$ cat src/rtl/multicart_outer_bank_mapper_macros.svh
// assertion macros for the multicart outer bank mapper
`ifndef MULTICART_OUTER_BANK_MAPPER_MACROS_SVH
`define MULTICART_OUTER_BANK_MAPPER_MACROS_SVH

// condition that must hold at every clock edge outside reset
`define MCOBM_ASSERT_NOW(lbl, cond) \
  lbl: assert property (@(posedge clk) disable iff (rst) (cond)) \
    else $error("mcobm: immediate check failed");

// consequent must hold in the cycle after the antecedent
`define MCOBM_ASSERT_NEXT(lbl, ante, cons) \
  lbl: assert property (@(posedge clk) disable iff (rst) (ante) |=> (cons)) \
    else $error("mcobm: next-cycle check failed");

`endif

$ cat src/rtl/mcobm_pkg.sv
// shared types and constants for the multicart outer bank mapper
`default_nettype none

package mcobm_pkg;

  typedef enum logic [1:0] {
    OP_CPU_WRITE = 2'd0,
    OP_PRG_QUERY = 2'd1,
    OP_CHR_QUERY = 2'd2
  } op_t;

  // configuration register indexes
  localparam logic [1:0] CFG_WINDOW_AT_5000  = 2'd0;
  localparam logic [1:0] CFG_BOARD_VARIANT   = 2'd1;
  localparam logic [1:0] CFG_PRG_HALF_BANKS  = 2'd2;
  localparam logic [1:0] CFG_CHR_RAM_PRESENT = 2'd3;

  localparam int unsigned CfgDataW = 12;

  // outer register indexes with special meaning
  localparam logic [2:0] OREG_CHR_OUTER = 3'd2;
  localparam logic [2:0] OREG_CONTROL   = 3'd3;

  // board variant codes (bit 0 dropped)
  localparam logic [2:0] VAR_LAYOUT_2 = 3'd1;
  localparam logic [2:0] VAR_LAYOUT_4 = 3'd2;
  localparam logic [2:0] VAR_LAYOUT_6 = 3'd3;
  localparam logic [2:0] VAR_LAYOUT_8 = 3'd4;

  localparam logic [15:0] PRG_FIXED_C000 = 16'hC000;
  localparam logic [15:0] PRG_FIXED_E000 = 16'hE000;
  localparam logic [15:0] CHR_SLOT_0000  = 16'h0000;
  localparam logic [15:0] CHR_SLOT_0400  = 16'h0400;
  localparam logic [15:0] CHR_SLOT_0800  = 16'h0800;
  localparam logic [15:0] CHR_SLOT_0C00  = 16'h0C00;

  localparam logic [11:0] PRG_HALF_BANKS_RST = 12'd64;

  typedef logic [7:0][7:0] outer_regs_t;

  typedef struct packed {
    logic        window_at_5000;
    logic [3:0]  board_variant;
    logic [11:0] prg_half_banks;
    logic        chr_ram_present;
  } cfg_t;

  typedef struct packed {
    logic written;
    logic forward;
  } wr_status_t;

  typedef struct packed {
    logic [11:0] bank;
    logic        use_chr_ram;
    logic        chr_write_enable;
    logic        forward_to_inner;
    logic        register_written;
  } res_t;

endpackage

`default_nettype wire

$ cat src/rtl/mcobm_regs.sv
// outer register file with window decode and lock handling
`default_nettype none

module mcobm_regs (
  input  wire logic                 clk,
  input  wire logic                 rst,
  input  wire logic                 commit,
  input  wire logic [15:0]          address,
  input  wire logic [7:0]           value,
  input  wire logic                 window_at_5000,
  output mcobm_pkg::outer_regs_t    regs,
  output mcobm_pkg::wr_status_t     status
);
  import mcobm_pkg::*;

  logic       in_window;
  logic [2:0] idx;
  logic       allowed;
  logic [7:0] r2;
  logic [7:0] r2_val;
  logic [7:0] wr_val;

  assign idx = address[2:0];
  assign r2  = regs[OREG_CHR_OUTER];

  always_comb begin
    if (window_at_5000) begin
      in_window = (address[15:12] == 4'h5);
    end else begin
      in_window = (address[15:13] == 3'b011);
    end
  end

  assign allowed = !regs[OREG_CONTROL][7] || (idx == OREG_CHR_OUTER);

  // partial lock on register 2: upper nibble held, bits 3..1 maskable
  always_comb begin
    r2_val = r2[7] ? {r2[7:4], value[3:0]} : value;
    r2_val = r2_val & {4'hF, ~r2[6:4], 1'b1};
    wr_val = (idx == OREG_CHR_OUTER) ? r2_val : value;
  end

  assign status.written = in_window && allowed;
  assign status.forward = !in_window && address[15];

  always_ff @(posedge clk) begin
    if (rst) begin
      regs <= '0;
    end else if (commit && status.written) begin
      regs[idx] <= wr_val;
    end
  end

endmodule

`default_nettype wire

$ cat src/rtl/mcobm_bank_calc.sv
// prg and chr bank arithmetic from the outer registers
`default_nettype none

module mcobm_bank_calc (
  input  wire logic [1:0]            operation,
  input  wire logic [15:0]           address,
  input  wire logic [7:0]            value,
  input  wire logic [7:0]            inner_mode,
  input  wire logic [7:0]            inner_bank0,
  input  wire logic [7:0]            inner_bank1,
  input  wire logic [7:0]            inner_bank2,
  input  wire mcobm_pkg::outer_regs_t regs,
  input  wire mcobm_pkg::cfg_t        cfg,
  output mcobm_pkg::res_t             res
);
  import mcobm_pkg::*;

  logic [7:0]  r0, r1, r2, r3, r4;
  logic [2:0]  var_code;

  logic [7:0]  p_mm;
  logic [1:0]  p_mg;
  logic [11:0] p_off;
  logic [11:0] p_moff;
  logic        p_chip;
  logic [11:0] p_bank;

  logic [7:0]  c_mm;
  logic [2:0]  c_mg;
  logic [11:0] c_off;
  logic [11:0] c_moff;
  logic [15:0] c_addr;
  logic [7:0]  c_val;
  logic [2:0]  c_slot;
  logic        c_ram;
  logic        c_we;
  logic [11:0] c_bank;

  assign r0 = regs[0];
  assign r1 = regs[1];
  assign r2 = regs[2];
  assign r3 = regs[3];
  assign r4 = regs[4];
  assign var_code = cfg.board_variant[3:1];

  // prg side
  assign p_mm = {r1[5], r1[6], ~r1[7], ~r0[6], {4{~r3[4]}}};

  always_comb begin
    p_chip = r0[7] ? r0[3] : (inner_mode[7] ? inner_bank2[7] : inner_bank0[7]);
    if (var_code == VAR_LAYOUT_2) begin
      p_mg  = r3[4] ? (r1[4] ? 2'd1 : 2'd3) : 2'd0;
      p_off = {r0[5:4], r1[1], r1[2], r1[3], r0[2:0], r3[3:1], 1'b0};
    end else if (var_code == VAR_LAYOUT_4) begin
      p_mg  = r3[4] ? (r1[1] ? 2'd3 : 2'd1) : 2'd0;
      p_off = {3'b000, r0[5:4], r0[2:0], r3[3:1], 1'b0};
    end else begin
      p_mg  = r3[4] ? (r1[1] ? 2'd3 : 2'd1) : 2'd0;
      p_off = {r0[5:4], r1[3:2], r1[4], r0[2:0], r3[3:1], 1'b0};
      if (var_code == VAR_LAYOUT_6) begin
        p_off = p_off & (cfg.prg_half_banks - 12'd1);
        if (p_chip) begin
          p_off = p_off | cfg.prg_half_banks;
        end
      end
    end
    p_moff = p_off & ~({4'b0000, p_mm} | {10'd0, p_mg});

    if (r3[6]) begin
      if (inner_mode[6]) begin
        p_bank = '0;
      end else if (address == PRG_FIXED_C000) begin
        p_bank = p_moff | {10'd0, p_mg[1], 1'b0};
      end else if (address == PRG_FIXED_E000) begin
        p_bank = p_moff | {10'd0, p_mg};
      end else begin
        p_bank = '0;
      end
    end else begin
      p_bank = {4'b0000, value & p_mm} | p_moff | {10'd0, address[14:13] & p_mg};
    end
  end

  // chr side
  always_comb begin
    c_mm  = r3[4] ? 8'h00 : (r0[7] ? 8'h7F : 8'hFF);
    c_mg  = r3[4] ? 3'd7 : 3'd0;
    c_we  = !((var_code == VAR_LAYOUT_8) && r0[4]);
    c_off = {4'b0000, r0[3], r2[3:0], 3'b000};
    if (var_code == VAR_LAYOUT_4) begin
      c_off = c_off | {r0[5:4], r0[2:1], 8'h00};
    end else begin
      c_off = c_off | {2'b00, r0[5:4], 8'h00};
    end
    c_moff = c_off & ~({4'b0000, c_mm} | {9'd0, c_mg});

    c_addr = address ^ {3'b000, inner_mode[7], 12'h000};
    c_val  = value;
    if (r3[6]) begin
      if (c_addr == CHR_SLOT_0000) begin
        c_val = inner_bank0;
      end else if (c_addr == CHR_SLOT_0800) begin
        c_val = inner_bank1;
      end else if (c_addr == CHR_SLOT_0400 || c_addr == CHR_SLOT_0C00) begin
        c_val = 8'h00;
      end
      c_slot = {1'b0, address[11:10]};
      c_ram  = cfg.chr_ram_present;
    end else begin
      c_slot = address[12:10];
      c_ram  = r4[0] && (value[7:1] == r4[7:1]) && cfg.chr_ram_present;
    end
    c_bank = {4'b0000, c_val & c_mm} | c_moff | {9'd0, c_slot & c_mg};
  end

  always_comb begin
    res = '0;
    unique case (operation)
      OP_PRG_QUERY: begin
        res.bank = p_bank;
      end
      OP_CHR_QUERY: begin
        res.bank             = c_bank;
        res.use_chr_ram      = c_ram;
        res.chr_write_enable = c_we;
      end
      default: begin
        res = '0;
      end
    endcase
  end

endmodule

`default_nettype wire

$ cat src/rtl/multicart_outer_bank_mapper.sv
// top level of the multicart outer bank mapper
`default_nettype none

// Outer bank logic for a multicart built around an mmc3-style inner mapper.
// Each request is a cpu write, a prg bank query or a chr bank query, and each
// gives exactly one result. A request is taken into an input register, worked
// out by the outer register file and the bank arithmetic in one pass, and the
// result lands in a result register, from which it is offered; one request is
// accepted every cycle as long as the result side keeps taking. The input
// register and the result register are the only buffers: a stall on the result
// side holds the result register, the input register still takes one more
// request, and once both are full req_stall rises. Outer register writes take
// effect as the write leaves the input register, so a query right behind a
// write already sees the new value.
// Configuration (window, board variant, prg size, chr ram) is written through
// cfg_write / cfg_index / cfg_data and should only change while idle.

module multicart_outer_bank_mapper (
  input  wire logic        clk,
  input  wire logic        rst,
  // request channel
  input  wire logic        req_valid,
  output logic             req_stall,
  input  wire logic [1:0]  operation,
  input  wire logic [15:0] address,
  input  wire logic [7:0]  value,
  input  wire logic [7:0]  inner_mode,
  input  wire logic [7:0]  inner_bank0,
  input  wire logic [7:0]  inner_bank1,
  input  wire logic [7:0]  inner_bank2,
  // result channel
  output logic             res_valid,
  input  wire logic        res_stall,
  output logic [11:0]      bank,
  output logic             use_chr_ram,
  output logic             chr_write_enable,
  output logic             forward_to_inner,
  output logic             register_written,
  // configuration write port
  input  wire logic        cfg_write,
  input  wire logic [1:0]  cfg_index,
  input  wire logic [11:0] cfg_data
);
  import mcobm_pkg::*;

  `include "multicart_outer_bank_mapper_macros.svh"

  cfg_t        cfg;

  // input register
  logic        s1_valid;
  logic [1:0]  s1_operation;
  logic [15:0] s1_address;
  logic [7:0]  s1_value;
  logic [7:0]  s1_inner_mode;
  logic [7:0]  s1_inner_bank0;
  logic [7:0]  s1_inner_bank1;
  logic [7:0]  s1_inner_bank2;

  logic        advance;
  logic        s1_is_write;
  logic        commit;

  outer_regs_t regs;
  wr_status_t  wr_status;
  res_t        calc_res;
  res_t        res_next;
  res_t        res;

  // configuration registers
  always_ff @(posedge clk) begin
    if (rst) begin
      cfg.window_at_5000  <= 1'b0;
      cfg.board_variant   <= 4'd0;
      cfg.prg_half_banks  <= PRG_HALF_BANKS_RST;
      cfg.chr_ram_present <= 1'b0;
    end else if (cfg_write) begin
      unique case (cfg_index)
        CFG_WINDOW_AT_5000:  cfg.window_at_5000  <= cfg_data[0];
        CFG_BOARD_VARIANT:   cfg.board_variant   <= cfg_data[3:0];
        CFG_PRG_HALF_BANKS:  cfg.prg_half_banks  <= cfg_data[CfgDataW-1:0];
        CFG_CHR_RAM_PRESENT: cfg.chr_ram_present <= cfg_data[0];
        default: ;
      endcase
    end
  end

  // the pipe moves whenever the result register is free or being taken
  assign advance   = !res_valid || !res_stall;
  // the input register takes a request when empty or when it is moving on
  assign req_stall = s1_valid && !advance;

  always_ff @(posedge clk) begin
    if (rst) begin
      s1_valid <= 1'b0;
    end else if (!req_stall) begin
      s1_valid <= req_valid;
    end
  end

  // request payload, no reset needed
  always_ff @(posedge clk) begin
    if (!req_stall && req_valid) begin
      s1_operation   <= operation;
      s1_address     <= address;
      s1_value       <= value;
      s1_inner_mode  <= inner_mode;
      s1_inner_bank0 <= inner_bank0;
      s1_inner_bank1 <= inner_bank1;
      s1_inner_bank2 <= inner_bank2;
    end
  end

  assign s1_is_write = s1_valid && (op_t'(s1_operation) == OP_CPU_WRITE);
  assign commit      = s1_is_write && advance;

  mcobm_regs u_regs (
    .clk            (clk),
    .rst            (rst),
    .commit         (commit),
    .address        (s1_address),
    .value          (s1_value),
    .window_at_5000 (cfg.window_at_5000),
    .regs           (regs),
    .status         (wr_status)
  );

  mcobm_bank_calc u_calc (
    .operation   (s1_operation),
    .address     (s1_address),
    .value       (s1_value),
    .inner_mode  (s1_inner_mode),
    .inner_bank0 (s1_inner_bank0),
    .inner_bank1 (s1_inner_bank1),
    .inner_bank2 (s1_inner_bank2),
    .regs        (regs),
    .cfg         (cfg),
    .res         (calc_res)
  );

  // write flags only mean something for a cpu write
  always_comb begin
    res_next = calc_res;
    if (op_t'(s1_operation) == OP_CPU_WRITE) begin
      res_next.forward_to_inner = wr_status.forward;
      res_next.register_written = wr_status.written;
    end
  end

  // result register
  always_ff @(posedge clk) begin
    if (rst) begin
      res_valid <= 1'b0;
    end else if (advance) begin
      res_valid <= s1_valid;
    end
  end

  always_ff @(posedge clk) begin
    if (advance && s1_valid) begin
      res <= res_next;
    end
  end

  assign bank             = res.bank;
  assign use_chr_ram      = res.use_chr_ram;
  assign chr_write_enable = res.chr_write_enable;
  assign forward_to_inner = res.forward_to_inner;
  assign register_written = res.register_written;

  // a stall on the request side only ever comes from a full input register
  `MCOBM_ASSERT_NOW(a_stall_needs_item, !req_stall || s1_valid)
  // under the lock only register 2 may be written
  `MCOBM_ASSERT_NOW(a_lock_respected,
    !(commit && wr_status.written && regs[OREG_CONTROL][7]) ||
    (s1_address[2:0] == OREG_CHR_OUTER))
  // register 2 only changes through a committed write to it
  `MCOBM_ASSERT_NEXT(a_r2_hold,
    !(commit && wr_status.written && (s1_address[2:0] == OREG_CHR_OUTER)),
    $stable(regs[OREG_CHR_OUTER]))
  // a cpu write never produces a bank or chr flags
  `MCOBM_ASSERT_NOW(a_write_no_bank,
    !s1_is_write || (calc_res.bank == 12'd0 && !calc_res.use_chr_ram &&
    !calc_res.chr_write_enable))

endmodule

`default_nettype wire

$ cat config.mk
export PLATFORM = sky130hd
export DESIGN_NAME = multicart_outer_bank_mapper
export DESIGN_NICKNAME = d
export VERILOG_FILES = /design/src/rtl/mcobm_pkg.sv /design/src/rtl/mcobm_regs.sv /design/src/rtl/mcobm_bank_calc.sv /design/src/rtl/multicart_outer_bank_mapper.sv
export VERILOG_INCLUDE_DIRS = /design/src /design/src/rtl
export SDC_FILE = /design/constraint.sdc
export NUM_CORES = 1
export LEC_CHECK = 0
export ABC_AREA = 0
export BUFFER_PORTS_ARGS = -buffer_cell sky130_fd_sc_hd__clkbuf_2
export CORE_ASPECT_RATIO = 2
export CORE_UTILIZATION = 39
export DETAILED_ROUTE_END_ITERATION = 7
export SKIP_LAST_GASP = 1
export SYNTH_ARGS = -nofsm -noshare
export SYNTH_HDL_FRONTEND = slang
export SYNTH_SLANG_ARGS = --single-unit
$ cat constraint.sdc
create_clock -name clk -period 3.9 [get_ports clk]
set_clock_uncertainty 0.05 [all_clocks]
set_input_delay 0 -clock clk [delete_from_list [all_inputs] [get_ports clk]]
set_output_delay 0 -clock clk [all_outputs]
set_load 0.02 [all_outputs]
==> results.json, run 1 <==
{
  "outcome": "finished clean",
  "fin_crit_ns": 2.78,
  "period_share_pct": 71.3,
  "grt_max_degree": 62,
  "yosys_warnings": 0,
  "ios": 95,
  "gr-total-overflow": 0,
  "h-tree-depth": 4,
  "yosysSeqAreaShare_pct": 53.1,
  "vias": 4617,
  "die_w_um": 86.5,
  "crit_path_cell_trace": "nor4_1 -> nand3_1 -> or3_1 -> o41ai_1 -> o211ai_1",
  "top_layer": "met4",
  "viasPerCell": 5.34,
  "slew_headroom_pct": 20.3,
  "antenna_found_initial": 0,
  "layoutNonFillerInstCount": 865,
  "yosys_most_used_dff": "edfxtp_1",
  "grt_usage_pct": 22.6,
  "nNetsFinal": 744,
  "dpl.cell_count": 771,
  "grt_pass1_vias": 4798,
  "cts_tree": "done",
  "design_area_um2": 7280,
  "worstSetupStartpoint": "s1_address[5]",
  "synth-edff-count": 61,
  "slew_violations": 0,
  "drc": 0,
  "firstDrtPassIters": 7,
  "layout_commonest_cell": "clkbuf_2",
  "die-area_um2": 14800,
  "min_path_type": "primary input to register",
  "power_mw": 3.15,
  "setup_viol": 0,
  "rsz0062_at_grt": "false",
  "fmax_mhz": 359,
  "reg2reg_depth": 5,
  "async_flop_share_pct": 0,
  "hpwl_um": 10800,
  "core_area_um2": 13900,
  "critPathRequiredTime_ns": 3.97,
  "wl_per_cell_um": 18.2,
  "ant_nets": 0,
  "placed_area_um2": 6090,
  "drv_cap": 0,
  "gp_congestion": 0.927,
  "cp-start-kind": "register",
  "synth_nets": 605,
  "setup_tns_ns": 0,
  "end_kind": "register",
  "syn_avg_cell_area_um2": 10.6,
  "post_cts_buffers": 0,
  "layout-drive-gt1-share_pct": 19.2,
  "wl_met1_um": 5700,
  "cp-endpoint": "bank[4]",
  "r2r_setup_slack_ns": 1.12,
  "final_cell_mix": "clkbuf_2, dlygate4sd3_1, edfxtp_1",
  "synthCells": 524,
  "root_buffer": "clkbuf_16",
  "worstSkewPairLatency_ns": 0.41,
  "cp.arrival_ns": 2.85,
  "drtIter0Drc": 284,
  "area_growth_pct": 30.9,
  "grt_pass1_wl_um": 24600,
  "portBuffers": 81,
  "clkSinkCount": 117,
  "nFillCells": 1279,
  "path_max_fanout": 15,
  "dr_wl_met3_um": 402,
  "r2r_start": "s1_address[5]",
  "max_stage_delay_ns": 0.59,
  "clk_pin_slew_ns": 0.05,
  "synth_seq_cells": 117,
  "n_antenna_cell": 0,
  "leakagePower_nw": 2.73,
  "r2r_end": "bank[4]",
  "yosysUniqueCellTypes": 78,
  "rows": 61,
  "cts.path.max_buffers": 2,
  "whs_ns": 0.248,
  "dieHeight_um": 171,
  "route.met2.wl_um": 8450,
  "cts_buffers": 17,
  "tightest_slew_ns": 1.19,
  "start_util_pct": 40.1,
  "syn_area_um2": 5560,
  "crit_path_top_delay_cell": "or3_1",
  "power.density_nw_per_um2": 432,
  "path_class": "register to register",
  "wirelength_um": 15700,
  "ir_drop_v": 0.000314,
  "hold_violations": 0
}
logic make-up (layout without fill, tap and decap cells):
kind of cell / Yosys count / count (layout) / synth area share, %
adder cells (fa/ha/maj): 4 / 4 / 0.900
buffers and inverters: 45 / 197 / 3.89
flip-flops: 117 / 117 / 53.1
AO/OA/AOI/OAI: 125 / 125 / 15.3
AND/OR/NAND/NOR: 191 / 191 / 19.3
multiplexers: 31 / 31 / 5.62
XOR/XNOR: 11 / 11 / 1.87
worst min-delay path by stage:
stage / from / to / cells past startpoint / slack [ns]
final: inner_bank1[4] / s1_inner_bank1[4] / 2 / 0.25
after global routing: address[14] / s1_address[14] / 2 / 0.25
after CTS: inner_mode[6] / s1_inner_mode[6] / 2 / 0.24
after detailed placement: address[12] / s1_address[12] / 1 / 0.13
after global placement: address[5] / s1_address[5] / 1 / 0.13
after floorplan: address[0] / s1_address[0] / 0 / 0.05
cell type report:
| cell class | instances | area (um^2) | area share, % |
|---|---|---|---|
| multi-input combinational | 362 | 2410 | 33.0 |
| clock inverter | 11 | 110 | 1.51 |
| timing repair buffer | 145 | 1040 | 14.3 |
| sequential | 117 | 2950 | 40.5 |
| clock buffer | 21 | 460 | 6.32 |
| inverter | 20 | 75.1 | 1.03 |
| tap | 189 | 236 | 3.25 |
through the flow:
step	utilization, %	setup WS (ns)
2_1_floorplan	-	0.703
3_3_place_gp	43.8	1.23
3_5_place_dp	43.8	1.21
4_1_cts	52.4	1.18
5_1_grt	52.4	0.901
6_report	52.4	1.12
critical path: cells and delay by family (launching register included):
| family | cells | cell delay [ns] |
|---|---|---|
| AO/OA/AOI/OAI | 2 | 0.47 |
| AND/OR/NAND/NOR | 3 | 1.59 |
| flip-flops | 1 | 0.38 |
registers in the layout, indices dropped and copies added, names as in the netlist, 2 cells and up:
name and flops:
u_regs.r2 8, u_regs.regs 29, bank 12, s1_address 16, s1_inner_mode 2, s1_inner_bank1 8, s1_value 8, s1_operation 2
cfg 17, s1_inner_bank0 8
synthesized netlist by cell type, drive strengths merged (8+ instances only):
cell type	instances	area share, %
a31oi	8	0.90
inv	18	1.2
mux2i	29	5.2
nand3	11	0.99
nor3	13	1.3
nand4	9	1.0
o21ai	38	3.4
nand3b	31	4.2
nand2	40	2.7
nor2b	11	1.2
xnor2	10	1.7
a21oi	25	2.2
clkbuf	17	1.5
edfxtp	61	33
nor2	35	2.4
dfxtp	56	20
buf	8	1.0
nand2b	11	1.2
metal layers:
metal  GRT usage [%]  up-vias
met2            41.2      129
met4            18.2        0
li1                -     2224
met1            21.8     2213
met5               0        -
met3            3.81       51
repair_timing:
item | CTS | global route
resized for setup | 0 | 0
hold endpoints to repair | 64 | 0
hold buffers | 62 | 0
power by group:
| group | total (mW) | switching (mW) | internal, mW |
|---|---|---|---|
| sequential | 1.39 | 0.0427 | 1.35 |
| combinational | 0.253 | 0.128 | 0.125 |
| clock | 1.51 | 0.542 | 0.964 |
| total | 3.15 | 0.713 | 2.43 |
Power figures use the tool's default switching activity.
==> run 2: changes to the inputs <==
clock period = 2.25 ns   (was 3.9 ns; I/O delays follow)
==> results.json, run 2 (same netlist as run 1, synthesis figures left out) <==
{
  "top_register": "u_regs.regs",
  "core_area_um2": 13900,
  "vias": 4732,
  "final_cell_mix": "clkbuf_2, dlygate4sd3_1, edfxtp_1",
  "grt_pass1_wl_um": 25600,
  "path_max_fanout": 4,
  "r2r_start": "s1_address[15]",
  "area_growth_pct": 38.7,
  "hpwl_um": 12000,
  "n_antenna_cell": 0,
  "firstDrtPassIters": 5,
  "grt_max_degree": 46,
  "slew_headroom_pct": 61.8,
  "use_met1_pct": 22.5,
  "die-area_um2": 14800,
  "dieHeight_um": 171,
  "tightest_slew_ns": 0.573,
  "cp.arrival_ns": 2.28,
  "nNetsFinal": 788,
  "power.density_nw_per_um2": 762,
  "grt_usage_pct": 23.8,
  "largest_reg_flops": 29,
  "drtIter0Drc": 223,
  "gr-total-overflow": 0,
  "clockPowerShare_pct": 50.9,
  "switching_power_mw": 1.23,
  "wl_per_cell_um": 18.0,
  "reg_top3": "u_regs.regs x29, cfg x17, s1_address x16",
  "use_met3_pct": 3.76,
  "period_share_pct": 96.0,
  "min-delay-start": "rst",
  "path_class": "register to register",
  "layout_commonest_cell": "clkbuf_2",
  "viasPerCell": 5.21,
  "p_sw_share_pct": 20.9,
  "wirelength_um": 16400,
  "drv_cap": 0,
  "design_area_um2": 7710,
  "met2_usage_pct": 44.8,
  "clkSinkCount": 117,
  "power_frac_comb_pct": 8.3,
  "worstSkewPairLatency_ns": 0.41,
  "leakagePower_nw": 2.98,
  "seqPwrFrac_pct": 40.7,
  "rows": 61,
  "cts.path.max_buffers": 2,
  "outcome": "finished clean",
  "min_path_type": "primary input to register",
  "fin_crit_ns": 2.16,
  "gp_congestion": 0.872,
  "p_int_mw": 4.65,
  "ant_nets": 0,
  "r2r_end": "bank[6]",
  "whs_ns": 0.112,
  "hold_end": "u_regs.regs[37]",
  "drc": 0,
  "antenna_found_initial": 0,
  "cts_tree": "done",
  "slew_violations": 0,
  "ir_drop_v": 0.000613,
  "die_w_um": 86.5,
  "cts_buffers": 17,
  "hold_violations": 0,
  "r2r_setup_slack_ns": 0.09,
  "start_util_pct": 40.1,
  "clk_pin_slew_ns": 0.05,
  "grt_pass1_vias": 4919,
  "critPathRequiredTime_ns": 2.36,
  "grt_most_used_layer": "met2",
  "root_buffer": "clkbuf_16",
  "ios": 95,
  "fmax_mhz": 463,
  "portBuffers": 81,
  "reg2reg_depth": 5,
  "holdPathStages": 2,
  "placed_area_um2": 6410,
  "setup_viol": 0,
  "h-tree-depth": 4,
  "cp-start-kind": "register",
  "end_kind": "register",
  "layout-drive-gt1-share_pct": 24.4
}
run 2: cell types whose count changed in the layout (fill, tap and decap cells not counted), sizes merged:
cell	previous run	this run
buf	2	46
bufinv	2	6
clkbuf	102	103
clkinv	9	6
clkinvlp	2	0
run 2: critical path: stages, from the launching register on:
cell      delay [ns]
edfxtp_1        0.43
nor3_2          0.29
nand2_2         0.10
or4b_1          0.54
a41o_1          0.26
a32o_1          0.25
run 2: worst max-delay path by stage:
stage                              start       end  slack, ns
after CTS                  s1_address[3]   bank[6]     0.0003
after floorplan           s1_address[15]   bank[6]       0.18
after global routing       s1_address[3]  bank[10]      -0.01
after global placement            cfg[1]   bank[6]       0.08
final                     s1_address[15]   bank[6]       0.09
after detailed placement   s1_address[3]   bank[6]       0.01
run 2: layer usage:
| layer | vias up | routed length (um) |
|---|---|---|
| li1 | 2321 | - |
| met1 | 2204 | 5650 |
| met2 | 154 | 9190 |
| met3 | 53 | 475 |
| met4 | 0 | 1050 |
| met5 | - | 0 |
run 2: cell type report:
type                       instances  area, um^2
tap                              189         236
multi-input combinational        362        2430
clock inverter                    10         203
sequential                       117        2950
inverter                          20        75.1
clock buffer                      22         444
fill                            1243        6180
timing repair buffer             189        1370
run 2: timing repair:
action                     CTS  global route
hold buffers                62             0
gates resized for setup      0             5
buffers inserted             0             1
pin swaps                    1             1
setup endpoints to repair    1            12
hold endpoints to repair    64             0
run 2: metrics by stage:
step	setup WS (ns)	total power, mW	cells	TNS (ns)	util (%)
2_1_floorplan	0.184	2.64	524	0	-
3_3_place_gp	0.0781	2.83	814	0	46.2
3_5_place_dp	0.0114	2.84	814	0	46.2
4_1_cts	0.000258	5.91	908	0	55.3
5_1_grt	-0.0126	6.06	909	-0.0191	55.5
6_report	0.0889	5.88	909	0	55.5
run 2: power by group through the flow:
stage	Combinational (mW)	Clock [mW]	Sequential (mW)
4_1_cts	0.488	3.03	2.39
3_5_place_dp	0.402	0	2.43
5_1_grt	0.537	3.12	2.40
3_3_place_gp	0.399	0	2.43
2_1_floorplan	0.211	0	2.43
6_report	0.490	2.99	2.39
